===== config.mk =====
export PLATFORM = sky130hd
export DESIGN_NAME = signed_varint_byte_decoder_core
export DESIGN_NICKNAME = d
export VERILOG_FILES = /design/src/sv/svbd_pkg.sv /design/src/sv/svbd_step.sv /design/src/sv/svbd_out_buf.sv /design/src/sv/signed_varint_byte_decoder_core.sv
export SDC_FILE = /design/constraint.sdc
export NUM_CORES = 1
export LEC_CHECK = 0
export CAP_MARGIN = 10
export CORE_MARGIN = 2
export CORE_UTILIZATION = 67
export DETAILED_ROUTE_END_ITERATION = 12
export DONT_BUFFER_PORTS = 1
export GPL_TIMING_DRIVEN = 0
export PLACE_DENSITY = 0.83
export SLEW_MARGIN = 15
export SYNTH_ARGS = -nofsm -noshare
export SYNTH_HDL_FRONTEND = slang
export SYNTH_SLANG_ARGS = --single-unit

===== constraint.sdc =====
create_clock -name clk_i -period 8.36 [get_ports clk_i]
set_clock_uncertainty 0.05 [all_clocks]
set_input_delay 0.836 -clock clk_i [delete_from_list [all_inputs] [get_ports clk_i]]
set_output_delay 0.836 -clock clk_i [all_outputs]
set_load 0.02 [all_outputs]

===== src/sv/svbd_pkg.sv =====
// Shared types, widths and helpers for the signed varint byte decoder.
// No dependencies; imported by every module of the block.
`timescale 1ns / 1ps

package svbd_pkg;

  localparam int unsigned ByteW    = 8;
  localparam int unsigned ValueW   = 32;
  localparam int unsigned LenW     = 3;
  localparam int unsigned CountW   = 3;
  localparam int unsigned OutDataW = 40;

  // Width selector taken from bits [5:4] of a multi-byte lead byte.
  typedef enum logic [1:0] {
    SEL_12 = 2'd0,
    SEL_20 = 2'd1,
    SEL_28 = 2'd2,
    SEL_32 = 2'd3
  } svbd_sel_e;

  typedef struct packed {
    logic [LenW-1:0]          encoded_length;
    logic signed [ValueW-1:0] value;
  } svbd_result_t;

  // Sign-extend the gathered bits according to the selected width.
  function automatic logic [ValueW-1:0] svbd_sign_extend(input logic [ValueW-1:0] v,
                                                         input svbd_sel_e sel);
    logic [ValueW-1:0] r;
    case (sel)
      SEL_12:  r = {{(ValueW-12){v[11]}}, v[11:0]};
      SEL_20:  r = {{(ValueW-20){v[19]}}, v[19:0]};
      SEL_28:  r = {{(ValueW-28){v[27]}}, v[27:0]};
      SEL_32:  r = v;
      default: r = v;
    endcase
    return r;
  endfunction

endpackage


===== src/sv/svbd_step.sv =====
// Decode state and per-byte update logic for the signed varint byte decoder.
// Depends on svbd_pkg.
`timescale 1ns / 1ps

module svbd_step
  import svbd_pkg::*;
(
  input  logic              clk_i,
  input  logic              rst_ni,
  input  logic              step_i,   // consume byte_i this cycle
  input  logic [ByteW-1:0]  byte_i,
  output logic              emit_o,   // byte_i completes a value
  output svbd_result_t      result_o
);

  logic [CountW-1:0] bytes_left_q, bytes_left_d;
  logic [ValueW-1:0] acc_q, acc_d;
  svbd_sel_e         sel_q, sel_d;
  logic [LenW-1:0]   len_q, len_d;

  logic [ValueW-1:0] acc_shift;
  logic [CountW-1:0] left_dec;
  logic [LenW-1:0]   len_inc;

  assign acc_shift = {acc_q[ValueW-ByteW-1:0], byte_i};
  assign left_dec  = bytes_left_q - CountW'(1);
  assign len_inc   = len_q + LenW'(1);

  always_comb begin
    bytes_left_d = bytes_left_q;
    acc_d        = acc_q;
    sel_d        = sel_q;
    len_d        = len_q;
    emit_o       = 1'b0;
    result_o     = '0;
    if (step_i) begin
      if (bytes_left_q == '0) begin
        if (!byte_i[7]) begin
          // short positive form
          emit_o                  = 1'b1;
          result_o.value          = {{(ValueW-ByteW){1'b0}}, byte_i};
          result_o.encoded_length = LenW'(1);
        end else if (byte_i[6]) begin
          // short negative form
          emit_o                  = 1'b1;
          result_o.value          = {{(ValueW-ByteW){1'b1}}, byte_i};
          result_o.encoded_length = LenW'(1);
        end else begin
          // multi-byte lead: latch width, seed with nibble unless 32-bit form
          sel_d        = svbd_sel_e'(byte_i[5:4]);
          acc_d        = (svbd_sel_e'(byte_i[5:4]) == SEL_32) ? '0
                         : {{(ValueW-4){1'b0}}, byte_i[3:0]};
          bytes_left_d = CountW'(byte_i[5:4]) + CountW'(1);
          len_d        = LenW'(1);
        end
      end else begin
        bytes_left_d = left_dec;
        if (left_dec == '0) begin
          emit_o                  = 1'b1;
          result_o.value          = svbd_sign_extend(acc_shift, sel_q);
          result_o.encoded_length = len_inc;
          acc_d                   = '0;
          len_d                   = '0;
        end else begin
          acc_d = acc_shift;
          len_d = len_inc;
        end
      end
    end
  end

  always_ff @(posedge clk_i or negedge rst_ni) begin
    if (!rst_ni) begin
      bytes_left_q <= '0;
      acc_q        <= '0;
      sel_q        <= SEL_12;
      len_q        <= '0;
    end else begin
      bytes_left_q <= bytes_left_d;
      acc_q        <= acc_d;
      sel_q        <= sel_d;
      len_q        <= len_d;
    end
  end

endmodule


===== src/sv/svbd_out_buf.sv =====
// Result register with a skid stage for the signed varint byte decoder.
// Depends on svbd_pkg.
`timescale 1ns / 1ps

module svbd_out_buf
  import svbd_pkg::*;
(
  input  logic         clk_i,
  input  logic         rst_ni,
  input  logic         valid_i,
  output logic         ready_o,
  input  svbd_result_t data_i,
  output logic         valid_o,
  input  logic         ready_i,
  output svbd_result_t data_o
);

  logic         out_valid_q, out_valid_d;
  logic         skid_valid_q, skid_valid_d;
  svbd_result_t out_data_q, out_data_d;
  svbd_result_t skid_data_q, skid_data_d;
  logic         take;

  assign ready_o = !skid_valid_q;
  assign take    = valid_i && !skid_valid_q;
  assign valid_o = out_valid_q;
  assign data_o  = out_data_q;

  always_comb begin
    out_valid_d  = out_valid_q;
    out_data_d   = out_data_q;
    skid_valid_d = skid_valid_q;
    skid_data_d  = skid_data_q;
    if (!out_valid_q || ready_i) begin
      if (skid_valid_q) begin
        // drain the skid word first
        out_valid_d  = 1'b1;
        out_data_d   = skid_data_q;
        skid_valid_d = 1'b0;
      end else begin
        out_valid_d = take;
        out_data_d  = data_i;
      end
    end else if (take) begin
      // output held by the receiver: park the new word
      skid_valid_d = 1'b1;
      skid_data_d  = data_i;
    end
  end

  always_ff @(posedge clk_i or negedge rst_ni) begin
    if (!rst_ni) begin
      out_valid_q  <= 1'b0;
      skid_valid_q <= 1'b0;
    end else begin
      out_valid_q  <= out_valid_d;
      skid_valid_q <= skid_valid_d;
    end
  end

  always_ff @(posedge clk_i) begin
    out_data_q  <= out_data_d;
    skid_data_q <= skid_data_d;
  end

endmodule


===== src/sv/signed_varint_byte_decoder_core.sv =====
// Top level of the signed varint byte decoder: input register, decode step, result buffer.
// Depends on svbd_pkg, svbd_step and svbd_out_buf.
`timescale 1ns / 1ps

// Usage
//   Slave stream: one encoded byte per word on s_axis_tdata_i[7:0].
//   Master stream: one decoded integer per word; value in tdata[31:0]
//   (two's complement) and encoded length (1..5) in tdata[34:32].
//   Lead bytes 0xxxxxxx and 11xxxxxx give a result on their own; lead
//   bytes 10ssnnnn start a 2- to 5-byte value, and only the byte that
//   completes it produces a result word. Other bytes produce nothing.
// Throughput and pipeline
//   One byte per cycle sustained while the result buffer is not full.
//   A byte is held in the input register and decoded into the result
//   register (or the skid register while the output is held) before
//   it shows on the master side. The rate is set by the single decode
//   step between the input register and the result register.
// Reset
//   rst_ni clears the decode state (awaiting a lead byte) and empties
//   the input register and the result buffer.
// Stalls
//   When the receiver holds tready low, one more result is parked in a
//   skid register; after that the input register holds and
//   s_axis_tready_o drops until the receiver takes a word.

module signed_varint_byte_decoder_core
  import svbd_pkg::*;
(
  input  logic                clk_i,
  input  logic                rst_ni,
  input  logic                s_axis_tvalid_i,
  output logic                s_axis_tready_o,
  input  logic [ByteW-1:0]    s_axis_tdata_i,   // [7:0] in_byte
  output logic                m_axis_tvalid_o,
  input  logic                m_axis_tready_i,
  output logic [OutDataW-1:0] m_axis_tdata_o    // [31:0] value, [34:32] encoded_length
);

  logic             in_valid_q, in_valid_d;
  logic [ByteW-1:0] in_byte_q, in_byte_d;
  logic             buf_ready;
  logic             advance;
  logic             emit;
  svbd_result_t     step_res;
  svbd_result_t     out_res;

  // Advance the held byte whenever the result buffer can take a word.
  assign advance         = in_valid_q && buf_ready;
  assign s_axis_tready_o = !in_valid_q || buf_ready;

  always_comb begin
    in_valid_d = in_valid_q;
    in_byte_d  = in_byte_q;
    if (s_axis_tready_o) begin
      in_valid_d = s_axis_tvalid_i;
      in_byte_d  = s_axis_tdata_i;
    end
  end

  always_ff @(posedge clk_i or negedge rst_ni) begin
    if (!rst_ni) begin
      in_valid_q <= 1'b0;
    end else begin
      in_valid_q <= in_valid_d;
    end
  end

  always_ff @(posedge clk_i) begin
    in_byte_q <= in_byte_d;
  end

  svbd_step u_step (
    .clk_i    (clk_i),
    .rst_ni   (rst_ni),
    .step_i   (advance),
    .byte_i   (in_byte_q),
    .emit_o   (emit),
    .result_o (step_res)
  );

  svbd_out_buf u_out_buf (
    .clk_i   (clk_i),
    .rst_ni  (rst_ni),
    .valid_i (emit),
    .ready_o (buf_ready),
    .data_i  (step_res),
    .valid_o (m_axis_tvalid_o),
    .ready_i (m_axis_tready_i),
    .data_o  (out_res)
  );

  assign m_axis_tdata_o = {{(OutDataW-ValueW-LenW){1'b0}},
                           out_res.encoded_length, out_res.value};

endmodule

==> run metrics <==
outcome=complete, no violations; Post-Syn Instances=370; Seq/Total Area, Yosys=67.3%; Congestion Overflow GR=0; ANT nets after route=0; Ant. Diodes=0; GRT Util Overall=roughly 29%; Clock Path Buffers=2; Post-CTS Setup Inserts=0; Hold-fix buffers, CTS=1; routed wire length=10,300 um; Mapped Avg Cell Area=12.9 um^2; most common cell after layout, fill and taps aside=edfxtp_1; Post-DP HPWL=6260 um; switching pwr=857 uW; CP peak stage delay=roughly 0.6 ns; final hold vios=0; ys flop type=edfxtp_1; worst skew pair latency=between 0.5 and 0.6 ns; cell area after synthesis=4780 um^2; DRC Markers=0; Ports=54; Vias=3,227; H-tree depth=4; Core ar.=6830 um^2; Starting Density=70.0%; # setup viols final=0; Sum Neg Setup Slack=0 ns; Initial DRT Pass Iterations=5; required time worst endpoint=8.52 ns; Post-synth ARST share=31.0%; maximum vdd drop=229 uV; CP Max Fanout=9; Layout area overhead=15.8%; vias in the first global route=3,211; Leak=0.00225 uW; Worst Tran Pin Value=0.778 ns; largest net degree at the start of global routing=37; Synth cell types=41; dpl ws=between 5 and 6 ns; clock sinks=113; headroom to the max-slew limit=48.1%; first-pass GRT wire length=roughly 16,000 um; startpoint type of the worst setup path=flip-flop; crit path DAT=2.89 ns; Worst path most repeated cell=buf_2; Hold WC Path Type=primary input to asynchronous set/reset pin; yosys warns=0; CTS buffer count=17; CP Capture Type=flip-flop; Clock power frac=about 29%; Initial DRC Count=381; root buffer cell=clkbuf_8; Int Pwr=1480 uW; die height=88.5 um; RSZ-0062 raised after global routing=false; Via density=6.35; critical path type=flip-flop to flip-flop; final worst slack=5.62 ns; CTS tree=built; most frequent cells in the layout=78 x edfxtp_1, 36 x o21ai_1, 35 x dfrtp_1, 30 x a21oi_1, 29 x a22o_1; share of layout cells above drive strength 1=between 10% and 20%; pwr/cell area=422 nW/um^2; total of max-cap violations=0; Slowest-stage cell, CP=nor4_2; row count=30; Final nets=416; Slew Viols, Final=0; min cycle time layout=~2.7 ns; die width=88.5 um; FILL cells=between 300 and 400; number of synthesized flops with an enable pin=78; post_cts resized=0; sequential share of power=44.6%; PortBufs=0; Die ar.=a little under 8000 um^2; crit-path cells=inv_1, ha_1, buf_2, nand2b_1, a21o_1, nor4_2, buf_4, buf_2; Reg clk slew, reported paths=~0.06 ns; Yosys reg bits=113; final period utilization=32.8%; routed length per placed instance=20.2 um; f_max=roughly 0.37 GHz; Logic pwr share=about a quarter; GPL Wtd Cong=between 0.8 and 0.9; initial antenna violation count=0; Sw Share=~37%
area by class of cell:
cell class              count  area (um^2)  share of cell area, %
well taps                  96          120                   2.17
multi-input cells         225         1370                   24.8
plain buffers              30          188                   3.39
repair buffers              6         55.1                  0.995
inverters                   6         22.5                  0.407
flip-flops and latches    113         3220                   58.2
clock inverters            14          140                   2.53
clock buffers              18          418                   7.55
worst paths after layout:
kind	start	endpoint	slack, ns	depth (start not counted)
setup / recovery	u_step.bytes_left_q[0]$_DFFE_PN0P_	u_out_buf.skid_data_q[25]$_DFFE_PP_	5.62	8
hold / removal	rst_ni	u_step.len_q[1]$_DFFE_PN0P_	0.11	1
setup reg to reg	u_step.bytes_left_q[0]$_DFFE_PN0P_	u_out_buf.skid_data_q[25]$_DFFE_PP_	5.62	8
hold reg to reg	u_step.acc_q[22]$_DFFE_PN0P_	u_step.acc_q[22]$_DFFE_PN0P_	0.47	1
max in group asynchronous	rst_ni	u_step.acc_q[3]$_DFFE_PN0P_	7.97	1
min in group clk_i	s_axis_tdata_i[2]	in_byte_q[2]$_DFFE_PP_	0.36	0
cell usage after synthesis, types with 6 or more instances:
cell | n | area [um^2]
o21ai_0 | 17 | 85.1
buf_2 | 9 | 45.0
buf_4 | 7 | 52.6
and2_1 | 9 | 56.3
a21oi_1 | 30 | 150
o21ai_1 | 36 | 180
nand2_1 | 20 | 75.1
a22o_1 | 29 | 254
nor2b_1 | 12 | 75.1
edfxtp_1 | 78 | 2340
dfrtp_1 | 35 | 876
clkbuf_1 | 9 | 33.8
a21o_1 | 6 | 45.0
nor2_1 | 21 | 78.8
inv_1 | 6 | 22.5
state kept, by name, summed over array words and instances, names as in the netlist:
name and count:
u_out_buf.skid_data_q 35, in_valid_q 1, u_out_buf.skid_valid_q 1, u_step.bytes_left_q 3, u_step.acc_q 24, u_step.sel_q 2, u_step.len_q 3, u_out_buf.valid_o 1
u_out_buf.data_o 35, in_byte_q 8
stage by stage:
step	hold slack (ns)	util (%)	cell area, um^2	cells	power [uW]
after floorplan	0.406	-	4790	374	1470
after global placement	0.422	71.9	4910	470	1590
after detailed placement	0.444	72.5	4960	475	1630
after CTS	0.104	81.0	5530	508	2330
after global routing	0.115	81.0	5530	508	2440
final	0.106	81.0	5530	508	2340
power by group through the flow:
stage,sequential [uW],clock (uW),combinational (uW)
after floorplan,1010,0,457
after global placement,1050,0,549
after detailed placement,1050,0,583
after CTS,1040,679,609
after global routing,1060,698,674
final,1040,676,619
critical path: cells and delay by family, from the launching register on:
kind,cells,cell delay [ns]
and+or+nand+nor,2,0.79
buffers and inverters,4,0.74
DFF,1,0.39
AOI/OAI and AO/OA,1,0.26
adders and majority gates,1,0.19
per-layer routing:
metal | vias up | part of all wire (%) | global-route usage, %
li1 | 1421 | - | -
met1 | 1582 | 38 | 34.5
met2 | 180 | 51 | 47.7
met3 | 44 | 7.0 | 7.93
met4 | 0 | 3.5 | 14.9
met5 | - | 0 | 0
kinds of logic after synthesis:
| kind of cell | after synthesis | share of synthesized area [%] |
|---|---|---|
| other cells | 1 | 0.0785 |
| flops | 113 | 67.3 |
| xor+xnor | 2 | 0.367 |
| fa+ha+maj | 5 | 1.31 |
| mux | 4 | 0.916 |
| compound gates | 130 | 17.3 |
| buf+inv | 36 | 4.40 |
| simple gates | 79 | 8.35 |
Power figures use the tool's default switching activity.
